### config.mk
export PLATFORM = sky130hd
export DESIGN_NAME = alpha_blend_blit
export DESIGN_NICKNAME = d
export VERILOG_FILES = /design/src/rtl/abb_pkg.sv /design/src/rtl/abb_blend.sv /design/src/rtl/alpha_blend_blit.sv
export SDC_FILE = /design/constraint.sdc
export NUM_CORES = 2
export LEC_CHECK = 0
export ABC_AREA = 1
export BUFFER_PORTS_ARGS = -buffer_cell sky130_fd_sc_hd__buf_2
export CORE_ASPECT_RATIO = 1.1
export CORE_UTILIZATION = 50
export CTS_CLUSTER_DIAMETER = 30
export DETAILED_ROUTE_END_ITERATION = 8
export GPL_TIMING_DRIVEN = 0
export PLACE_DENSITY = 0.67
export RECOVER_POWER = 25
export SYNTH_ARGS = -nofsm -noshare
export SYNTH_HDL_FRONTEND = slang
export SYNTH_HIERARCHICAL = 1
export SYNTH_SLANG_ARGS = --single-unit
### constraint.sdc
create_clock -name clk -period 9.6 [get_ports clk]
set_input_delay 1.92 -clock clk [delete_from_list [all_inputs] [get_ports clk]]
set_output_delay 1.92 -clock clk [all_outputs]
set_load 0.1 [all_outputs]
### src/rtl/abb_pkg.sv
`default_nettype none

package abb_pkg;

  // field widths
  localparam int PIX_W   = 32;
  localparam int CHAN_W  = 8;
  localparam int ORG_W   = 12;
  localparam int SIZE_W  = 13;
  localparam int IDX_W   = 20;
  localparam int CFG_A_W = 3;

  // parameter defaults
  localparam int DEF_DST_WIDTH  = 1024;
  localparam int DEF_DST_HEIGHT = 768;
  localparam int DEF_DST_PITCH  = 1024;

  // pixel constants
  localparam logic [CHAN_W-1:0] ALPHA_OPAQUE = 8'hFF;
  localparam logic [CHAN_W-1:0] ALPHA_CLEAR  = 8'h00;

  // configuration register indexes
  typedef enum logic [CFG_A_W-1:0] {
    REG_SRC_X      = 3'd0,
    REG_SRC_Y      = 3'd1,
    REG_DST_X      = 3'd2,
    REG_DST_Y      = 3'd3,
    REG_REQ_W      = 3'd4,
    REG_REQ_H      = 3'd5,
    REG_SRC_SURF_W = 3'd6,
    REG_SRC_SURF_H = 3'd7
  } reg_idx_t;

  // result of compositing one pixel pair
  typedef struct packed {
    logic [PIX_W-1:0] pixel;
    logic             write_en;
  } blend_t;

endpackage

`default_nettype wire

### src/rtl/abb_blend.sv
`default_nettype none

module abb_blend (
  input  wire logic [abb_pkg::PIX_W-1:0] src,
  input  wire logic [abb_pkg::PIX_W-1:0] dst,
  output abb_pkg::blend_t                result
);
  import abb_pkg::*;

  // (s*a + d*(255-a)) / 255, truncated; divide by 255 via shift-add
  function automatic logic [CHAN_W-1:0] mix(
    input logic [CHAN_W-1:0] s,
    input logic [CHAN_W-1:0] d,
    input logic [CHAN_W-1:0] a
  );
    logic [2*CHAN_W-1:0] sum;
    logic [2*CHAN_W:0]   adj;
    sum = s * a + d * (ALPHA_OPAQUE - a);
    adj = {1'b0, sum} + (2*CHAN_W+1)'(1) + (2*CHAN_W+1)'(sum >> CHAN_W);
    return adj[2*CHAN_W-1 -: CHAN_W];
  endfunction

  logic [CHAN_W-1:0] alpha;
  logic [CHAN_W-1:0] red;
  logic [CHAN_W-1:0] green;
  logic [CHAN_W-1:0] blue;

  assign alpha = src[4*CHAN_W-1 -: CHAN_W];

  // per channel blend
  assign red   = mix(src[3*CHAN_W-1 -: CHAN_W], dst[3*CHAN_W-1 -: CHAN_W], alpha);
  assign green = mix(src[2*CHAN_W-1 -: CHAN_W], dst[2*CHAN_W-1 -: CHAN_W], alpha);
  assign blue  = mix(src[CHAN_W-1:0], dst[CHAN_W-1:0], alpha);

  // opaque copies, clear keeps destination with no write, others blend to opaque
  always_comb begin
    priority if (alpha == ALPHA_OPAQUE) begin
      result.pixel    = src;
      result.write_en = 1'b1;
    end else if (alpha == ALPHA_CLEAR) begin
      result.pixel    = dst;
      result.write_en = 1'b0;
    end else begin
      result.pixel    = {ALPHA_OPAQUE, red, green, blue};
      result.write_en = 1'b1;
    end
  end

endmodule

`default_nettype wire

### src/rtl/alpha_blend_blit.sv
// Source-over ARGB blit engine.
// Configure origins, requested size and source surface size through the
// write port (cfg_write, cfg_index, cfg_data) while the engine is idle; any
// register write restarts the blit at the top-left pixel. The rectangle is
// clipped against the source surface and the destination (DST_WIDTH by
// DST_HEIGHT, rows DST_PITCH pixels apart).
// Input channel (in_valid/in_ready) takes one source/destination pixel pair
// per word in raster order over the clipped rectangle. Output channel
// (out_valid/out_ready) returns one word per input word: destination index,
// pixel to write, write_enable and last on the final pixel. An empty clipped
// area answers each input word with no write and last set.
// A taken word reaches out_valid through the input register, which holds
// the word and its position, and then the result register after the blend
// multipliers and the index multiply. Throughput is one word per cycle
// while the receiver keeps out_ready high.
// When the receiver stalls the result register holds and the input register
// fills; in_ready drops only when both are full. Reset clears the
// configuration registers, position counters and both valid flags.
`default_nettype none

module alpha_blend_blit #(
  parameter int DST_WIDTH  = abb_pkg::DEF_DST_WIDTH,
  parameter int DST_HEIGHT = abb_pkg::DEF_DST_HEIGHT,
  parameter int DST_PITCH  = abb_pkg::DEF_DST_PITCH
) (
  input  wire logic                          clk,
  input  wire logic                          rst,
  // configuration
  input  wire logic                          cfg_write,
  input  wire logic [abb_pkg::CFG_A_W-1:0]   cfg_index,
  input  wire logic [abb_pkg::SIZE_W-1:0]    cfg_data,
  // input words
  input  wire logic                          in_valid,
  output logic                               in_ready,
  input  wire logic [abb_pkg::PIX_W-1:0]     src_pixel,
  input  wire logic [abb_pkg::PIX_W-1:0]     dst_pixel,
  // output words
  output logic                               out_valid,
  input  wire logic                          out_ready,
  output logic [abb_pkg::IDX_W-1:0]          dst_index,
  output logic [abb_pkg::PIX_W-1:0]          out_pixel,
  output logic                               write_enable,
  output logic                               last
);
  import abb_pkg::*;

  localparam int PITCH_W = $clog2(DST_PITCH + 1);
  localparam int PROD_W  = SIZE_W + PITCH_W;

  // configuration registers
  logic [ORG_W-1:0]  src_origin_x;
  logic [ORG_W-1:0]  src_origin_y;
  logic [ORG_W-1:0]  dst_origin_x;
  logic [ORG_W-1:0]  dst_origin_y;
  logic [SIZE_W-1:0] req_width;
  logic [SIZE_W-1:0] req_height;
  logic [SIZE_W-1:0] src_surface_width;
  logic [SIZE_W-1:0] src_surface_height;

  // position counters
  logic [ORG_W-1:0]  row_count;
  logic [ORG_W-1:0]  col_count;

  // input register
  logic              s1_valid;
  logic [PIX_W-1:0]  s1_src;
  logic [PIX_W-1:0]  s1_dst;
  logic [SIZE_W-1:0] s1_row_abs;
  logic [SIZE_W-1:0] s1_col_abs;
  logic              s1_empty;
  logic              s1_last;

  logic              in_fire;
  logic              out_free;
  logic              s1_move;

  // clipping
  function automatic logic [SIZE_W-1:0] sat_sub(
    input logic [SIZE_W-1:0] a,
    input logic [SIZE_W-1:0] b
  );
    return (a > b) ? (a - b) : '0;
  endfunction

  function automatic logic [SIZE_W-1:0] min3(
    input logic [SIZE_W-1:0] a,
    input logic [SIZE_W-1:0] b,
    input logic [SIZE_W-1:0] c
  );
    logic [SIZE_W-1:0] m;
    m = (a < b) ? a : b;
    return (m < c) ? m : c;
  endfunction

  logic [SIZE_W-1:0] clip_w;
  logic [SIZE_W-1:0] clip_h;
  logic              area_empty;
  logic              row_end;
  logic              rect_end;

  assign clip_w = min3(req_width,
                       sat_sub(src_surface_width, {1'b0, src_origin_x}),
                       sat_sub(SIZE_W'(DST_WIDTH), {1'b0, dst_origin_x}));
  assign clip_h = min3(req_height,
                       sat_sub(src_surface_height, {1'b0, src_origin_y}),
                       sat_sub(SIZE_W'(DST_HEIGHT), {1'b0, dst_origin_y}));
  assign area_empty = (clip_w == '0) || (clip_h == '0);

  // end of row and end of rectangle, tolerant of stale counters
  assign row_end  = {1'b0, col_count} >= (clip_w - SIZE_W'(1));
  assign rect_end = row_end && ({1'b0, row_count} >= (clip_h - SIZE_W'(1)));

  // handshake
  assign out_free = !out_valid || out_ready;
  assign s1_move  = s1_valid && out_free;
  assign in_ready = !s1_valid || out_free;
  assign in_fire  = in_valid && in_ready;

  // configuration writes and raster counters
  always_ff @(posedge clk) begin
    if (rst) begin
      src_origin_x       <= '0;
      src_origin_y       <= '0;
      dst_origin_x       <= '0;
      dst_origin_y       <= '0;
      req_width          <= '0;
      req_height         <= '0;
      src_surface_width  <= '0;
      src_surface_height <= '0;
      row_count          <= '0;
      col_count          <= '0;
    end else if (cfg_write) begin
      unique case (reg_idx_t'(cfg_index))
        REG_SRC_X:      src_origin_x       <= cfg_data[ORG_W-1:0];
        REG_SRC_Y:      src_origin_y       <= cfg_data[ORG_W-1:0];
        REG_DST_X:      dst_origin_x       <= cfg_data[ORG_W-1:0];
        REG_DST_Y:      dst_origin_y       <= cfg_data[ORG_W-1:0];
        REG_REQ_W:      req_width          <= cfg_data;
        REG_REQ_H:      req_height         <= cfg_data;
        REG_SRC_SURF_W: src_surface_width  <= cfg_data;
        REG_SRC_SURF_H: src_surface_height <= cfg_data;
      endcase
      row_count <= '0;
      col_count <= '0;
    end else if (in_fire) begin
      priority if (area_empty || rect_end) begin
        row_count <= '0;
        col_count <= '0;
      end else if (row_end) begin
        col_count <= '0;
        row_count <= row_count + ORG_W'(1);
      end else begin
        col_count <= col_count + ORG_W'(1);
      end
    end
  end

  // input register
  always_ff @(posedge clk) begin
    if (rst) begin
      s1_valid <= 1'b0;
    end else if (in_ready) begin
      s1_valid <= in_valid;
    end
  end

  always_ff @(posedge clk) begin
    if (in_fire) begin
      s1_src     <= src_pixel;
      s1_dst     <= dst_pixel;
      s1_row_abs <= {1'b0, dst_origin_y} + {1'b0, row_count};
      s1_col_abs <= {1'b0, dst_origin_x} + {1'b0, col_count};
      s1_empty   <= area_empty;
      s1_last    <= area_empty || rect_end;
    end
  end

  // blend and destination address
  blend_t            blend;
  logic [PROD_W-1:0] row_base;
  logic [PROD_W:0]   addr_sum;

  abb_blend u_blend (
    .src    (s1_src),
    .dst    (s1_dst),
    .result (blend)
  );

  assign row_base = s1_row_abs * PITCH_W'(DST_PITCH);
  assign addr_sum = {1'b0, row_base} + (PROD_W+1)'(s1_col_abs);

  // result register
  always_ff @(posedge clk) begin
    if (rst) begin
      out_valid <= 1'b0;
    end else if (out_free) begin
      out_valid <= s1_valid;
    end
  end

  always_ff @(posedge clk) begin
    if (s1_move) begin
      if (s1_empty) begin
        dst_index    <= '0;
        out_pixel    <= '0;
        write_enable <= 1'b0;
      end else begin
        dst_index    <= IDX_W'(addr_sum);
        out_pixel    <= blend.pixel;
        write_enable <= blend.write_en;
      end
      last <= s1_last;
    end
  end

endmodule

`default_nettype wire

Word-level counts from Yosys, hierarchy flattened

Cells that the tools add are included.

$add $sub $neg: 21
$mul: 6
Order comparisons: 10
Equality and inequality tests: 8
Mux-type cells: 14
Reductions and logical operators: 24

Operator list:

| operator                                                       | count |
|---|---|
| two-way mux 13 bit                                             | 8 |
| two-way mux 33 bit                                             | 2 |
| less-than comparator 13 bit                                    | 4 |
| adder 16 x 1 -> 16 bit, second input constant                  | 3 |
| adder 16 bit                                                   | 3 |
| adder 16 x 8 -> 16 bit                                         | 3 |
| multiplier 8 x 16 -> 16 bit                                    | 3 |
| multiplier 8 x 8 -> 16 bit                                     | 3 |
| two-way mux 12 bit                                             | 4 |
| >= comparator 12 x 13 -> 1 bit                                 | 2 |
| greater-than comparator 13 x 12 -> 1 bit                       | 2 |
| logical NOT 13 bit                                             | 2 |
| subtractor 13 x 1 -> 13 bit, second input constant             | 2 |
| subtractor 13 x 12 -> 13 bit                                   | 2 |
| adder 12 x 1 -> 12 bit, second input constant                  | 2 |
| adder 20 x 13 -> 20 bit                                        | 1 |
| AND reduction 2 bit                                            | 9 |
| adder 12 x 12 -> 13 bit                                        | 1 |
| subtractor 10 x 12 -> 13 bit, first input constant             | 1 |
| subtractor 11 x 12 -> 13 bit, first input constant             | 1 |
| equality test 3 bit, second input constant                     | 4 |
| greater-than comparator 10 x 12 -> 1 bit, first input constant | 1 |
| greater-than comparator 11 x 12 -> 1 bit, first input constant | 1 |
| adder 10 bit                                                   | 1 |
| other kinds (11)                                               | 18 |

Register bits after elaboration: 269
Output and inout port bits: 56
Logic and storage cells: 105

Logic depth before layout (Yosys ltp)

Depth in word-level cells: 12
Depth in mapped cells: 55
Depth with buffers taken out: 53

Cells and area by module

The synthesis kept the hierarchy.

Modules (own cells, without submodules):

| module           | instances | cells each | area each (µm²) |
|---|---|---|---|
| abb_blend        | 1         | 2279       | 15783.9 |
| alpha_blend_blit | 1         | 1808       | 15254.6 |

Worst setup path before layout

No wires, ideal clock.

Path kind: reg2reg
Start point: reg src_surface_width[0]
End point: reg row_count[7]
Setup time: 0.118 ns
Data arrival time: 7.138 ns
Required time: 9.482 ns
Slack: 2.344 ns
Cell stages (with the launch flop): 49
Buffers on the path: 3
Cell sequence: dfxtp_1 > inv_1 > ha_1 > inv_1 > fa_1 > a221o_1 > a21oi_1 > xor2_1 > or2_2 > ha_1 > nand2_1 > inv_2 > nand3_1 > a31oi_1 > nor3_1 > a21boi_1 > nand2_2 > inv_1 > (+13 left out) > ha_1 > o21a_1 > o21a_1 > o21a_1 > o21a_1 > o211ai_1 > a21boi_0 > o21a_1 > o211ai_1 > nand2_1 > a21o_1 > nand3_2 > nand2_4 > buf_8 > nand3_1 > nand2_1 > nand2_1 > nor2_1

Cells in the longest elaborated chain, start to end: 12

RTL lines:

| element                                                                                  | RTL line                | RTL |
|---|---|---|
| from (decl)                                                                              | alpha_blend_blit.sv:57  | `logic [SIZE_W-1:0] src_surface_width;` |
| from (signal assigned)                                                                   | alpha_blend_blit.sv:140 | `REG_SRC_SURF_W: src_surface_width <= cfg_data;` |
| subtractor 13 x 12 -> 13 bit or greater-than comparator 13 x 12 -> 1 bit (tied branches) | alpha_blend_blit.sv:82  | `return (a > b) ? (a - b) : '0;` |
| two-way mux 13 bit (*)                                                                   | alpha_blend_blit.sv:82  |  |
| less-than comparator 13 bit                                                              | alpha_blend_blit.sv:91  | `m = (a < b) ? a : b;` |
| two-way mux 13 bit (*)                                                                   | alpha_blend_blit.sv:91  |  |
| less-than comparator 13 bit                                                              | alpha_blend_blit.sv:92  | `return (m < c) ? m : c;` |
| two-way mux 13 bit (*)                                                                   | alpha_blend_blit.sv:92  |  |
| subtractor 13 x 1 -> 13 bit                                                              | alpha_blend_blit.sv:110 | `assign row_end = {1'b0, col_count} >= (clip_w - SIZE_W'(1));` |
| >= comparator 12 x 13 -> 1 bit                                                           | alpha_blend_blit.sv:110 |  |
| logical AND 1 bit                                                                        | alpha_blend_blit.sv:111 | `assign rect_end = row_end && ({1'b0, row_count} >= (clip_h - SIZE_W'(1)));` |
| logical OR 1 bit                                                                         | alpha_blend_blit.sv:146 | `priority if (area_empty \|\| rect_end) begin` |
| nonzero test 2 bit (no source line)                                                      | --                      |  |
| AND reduction 2 bit (no source line)                                                     | --                      |  |
| to (signal assigned)                                                                     | alpha_blend_blit.sv:151 | `row_count <= row_count + ORG_W'(1);` |
| to (decl)                                                                                | alpha_blend_blit.sv:61  | `logic [ORG_W-1:0] row_count;` |

Every way passes the cells marked *; elsewhere a longest branch is shown, timed or not.
A chain may end at the register's enable or synchronous reset.

==> results.yml <==
worst_setup_path:
  start_kind: "flip-flop"
  crit_arrival_ns: 9.14
  path_common_cell: "fa_1"
  startpoint: "s1_src[27]"
  cp.required_ns: 9.93
  rr_worst_depth: 31
  max_stage_delay_ns: 0.92
  path_class: "flip-flop to flip-flop"
  r2r-start: "s1_src[27]"
  crit_slowest_cell: "clkbuf_1"
  end_kind: "flip-flop"
  critPathMaxFanout: 10
cells_and_area:
  drive_above_1_share_pct: 8.888
  fill_cells: 5804
  regArea_um2: 6817
  final_common_cell: "inv_1"
  n_antenna_cell: 0
  multi_input_area_um2: 20250
  final_cell_mix: "inv_1 (905), nand2_1 (839), nor2_1 (416)"
  nets: 5014
  area_growth_pct: 13.09
global_route:
  grtUsageMet2_pct: 48.19
  antenna_found_initial: 3
  met3_usage_pct: 4.823
  grt_busiest_layer: "met2"
  grt_pass1_vias: 26220
  groute.layer.met1.usage_pct: 33.12
  grt_overflow_total: 0
  grt_first_pass_wirelength_um: 136500
  grt_max_degree: 61
  track_usage_pct: 27.95
clock_tree:
  ctsHoldBuffers: 0
  htree_levels: 3
  cts_setup_buffers: 0
  tritoncts: "done"
  clk_latency_ns: 0.61
  ctsRootBufferMaster: "clkbuf_16"
  postCtsResizedCells: 0
  numCtsBuffers: 67
  cts_sinks: 269
  clk_pin_slew_ns: 0.05
  cts.path.max_buffers: 3
place:
  place_congestion: 0.9451
  io_buffers: 138
  hpwl_um: 67730
timing:
  rsz0062_at_grt: "false"
  drv_slew: 21
  fmax_mhz: 113.4
  setup_violations: 0
  worst_slew_pin_slew_ns: 1.506
  timing.final.crit_share_pct: 91.82
  finClkSkew_ns: 0.03668
  min_period_ns: 8.815
  timing.setup.tns_ns: 0
  hold_viol: 0
  max-slew-margin-rel_pct: -0.4194
drt:
  remaining_drc_errors: 0
  wl_um: 85370
  num_vias: 26420
  final_antenna_net_count: 0
  post_drt_wl_per_cell_um: 16.49
  dr.first_iter.drc_count: 1591
  detail_route.vias_per_cell: 5.103
  drt_first_pass_iters: 6
yosys:
  synth-adder-area-share_pct: 32.39
  synth_ff_type: "edfxtp_1"
  synth-simple-area-share_pct: 22.68
  synthMuxAreaShare_pct: 0
  synth_top_area_share_pct: 18.77
  synthDistinctLibCells: 60
  syn_area_um2: 31040
  synth_compound_area_share_pct: 7.538
  async_flop_share_pct: 0
  avgSynthCellArea_um2: 7.594
  yosysSeqAreaShare_pct: 21.96
  synth_top_family_by_area: "adder cells"
  yosys.area.top_type: "fa_1"
  synth_edf_count: 143
  ys_warn_count: 6
  synth_area_leaders: "fa_1 (19%), edfxtp_1 (14%), ha_1 (14%)"
  synthXorXnorAreaFrac_pct: 2.576
  syn_inst: 4087
  synth-seq-cells: 269
die:
  start_util_pct: 50.70
  core-area_um2: 61220
  die_y_um: 263.3
  die_width_um: 239.6
  ios: 141
  rows: 95
  die_area_um2: 63080
worst_hold_path:
  hold_depth: 0
  min_path_type: "flip-flop to flip-flop"
  holdCritStartpoint: "s1_last"
status:
  outcome: "complete, but fails checks"
  violations: "capacitance limit, slew limit"
flow_run:
  drv_cap: 1
registers in the layout, indices dropped and copies added, names as in the netlist:
| name | count |
|---|---|
| col_count | 12 |
| dst_index | 20 |
| dst_origin_x | 12 |
| dst_origin_y | 12 |
| last | 1 |
| out_pixel | 32 |
| out_valid | 1 |
| req_height | 13 |
| req_width | 13 |
| row_count | 12 |
| s1_col_abs | 13 |
| s1_dst | 32 |
| s1_empty | 1 |
| s1_last | 1 |
| s1_row_abs | 10 |
| s1_src | 32 |
| s1_valid | 1 |
| src_origin_x | 12 |
| src_origin_y | 12 |
| src_surface_height | 13 |
| src_surface_width | 13 |
| write_enable | 1 |
cell usage after synthesis (32+ instances only):
cell type,number
inv_1,905
dfxtp_1,126
nor2_1,416
o21ai_0,170
xor2_1,50
xnor2_1,32
fa_1,291
ha_1,338
nand4_1,47
a21oi_1,186
clkbuf_1,66
nand3_1,184
nand2_1,839
edfxtp_1,143
worst max-delay path, delay by kind of cell (launching register included):
family | cells | cell delay (ns)
adders and majority gates | 8 | 3.98
xor gates and xnor gates | 1 | 0.38
buffers and inverters | 6 | 1.81
and+or+nand+nor | 14 | 1.68
DFF | 1 | 0.44
AOI/OAI and AO/OA | 2 | 0.25
metrics by stage:
| stage | instance area [um2] | util [%] | setup slack, ns | cells | hold slack [ns] |
|---|---|---|---|---|---|
| after global routing | 35100 | 57.34 | 0.5149 | 5178 | 0.4518 |
| final | 35100 | 57.34 | 0.7848 | 5178 | 0.4499 |
| after CTS | 35150 | 57.42 | 0.8718 | 5178 | 0.4443 |
| after floorplan | 31050 | - | 2.344 | 4090 | 0.4003 |
| after detailed placement | 32850 | 53.67 | 0.9303 | 5055 | 0.4072 |
| after global placement | 32770 | 53.54 | 0.9248 | 5052 | 0.4059 |
routing by layer:
metal / part of all wire [%] / up-vias
li1: - / 13070
met1: 40 / 12380
met2: 49 / 765
met3: 6.1 / 210
met4: 5.5 / 2
met5: 0.019 / -
final timing paths:
| kind | to | slack, ns |
|---|---|---|
| max | out_pixel[19] | 0.78 |
| min | last | 0.45 |
| max reg2reg | out_pixel[19] | 0.78 |
| min reg2reg | last | 0.45 |
cells by family (layout without fill, tap and decap cells):
| family | after synthesis | after routing |
|---|---|---|
| other | 2 | 5 |
| adder cells (fa/ha/maj) | 629 | 629 |
| flip-flops | 269 | 269 |
| AND/OR/NAND/NOR | 1636 | 1636 |
| AO/OA/AOI/OAI | 431 | 431 |
| XOR/XNOR | 87 | 87 |
| buffers and inverters | 1033 | 1297 |
final cells by class:
type | count | share of cell area, %
Inverter | 918 | 9.838
Buffer | 115 | 1.479
Multi-Input combinational cell | 2788 | 57.70
Clock buffer | 77 | 4.912
Timing Repair Buffer | 141 | 2.089
Sequential cell | 269 | 19.42
Clock inverter | 46 | 1.629
Tap cell | 824 | 2.937
Power is left out: the tool's default activity adds up to more than one toggle a clock period on the data nets, which glitch-free logic cannot reach.
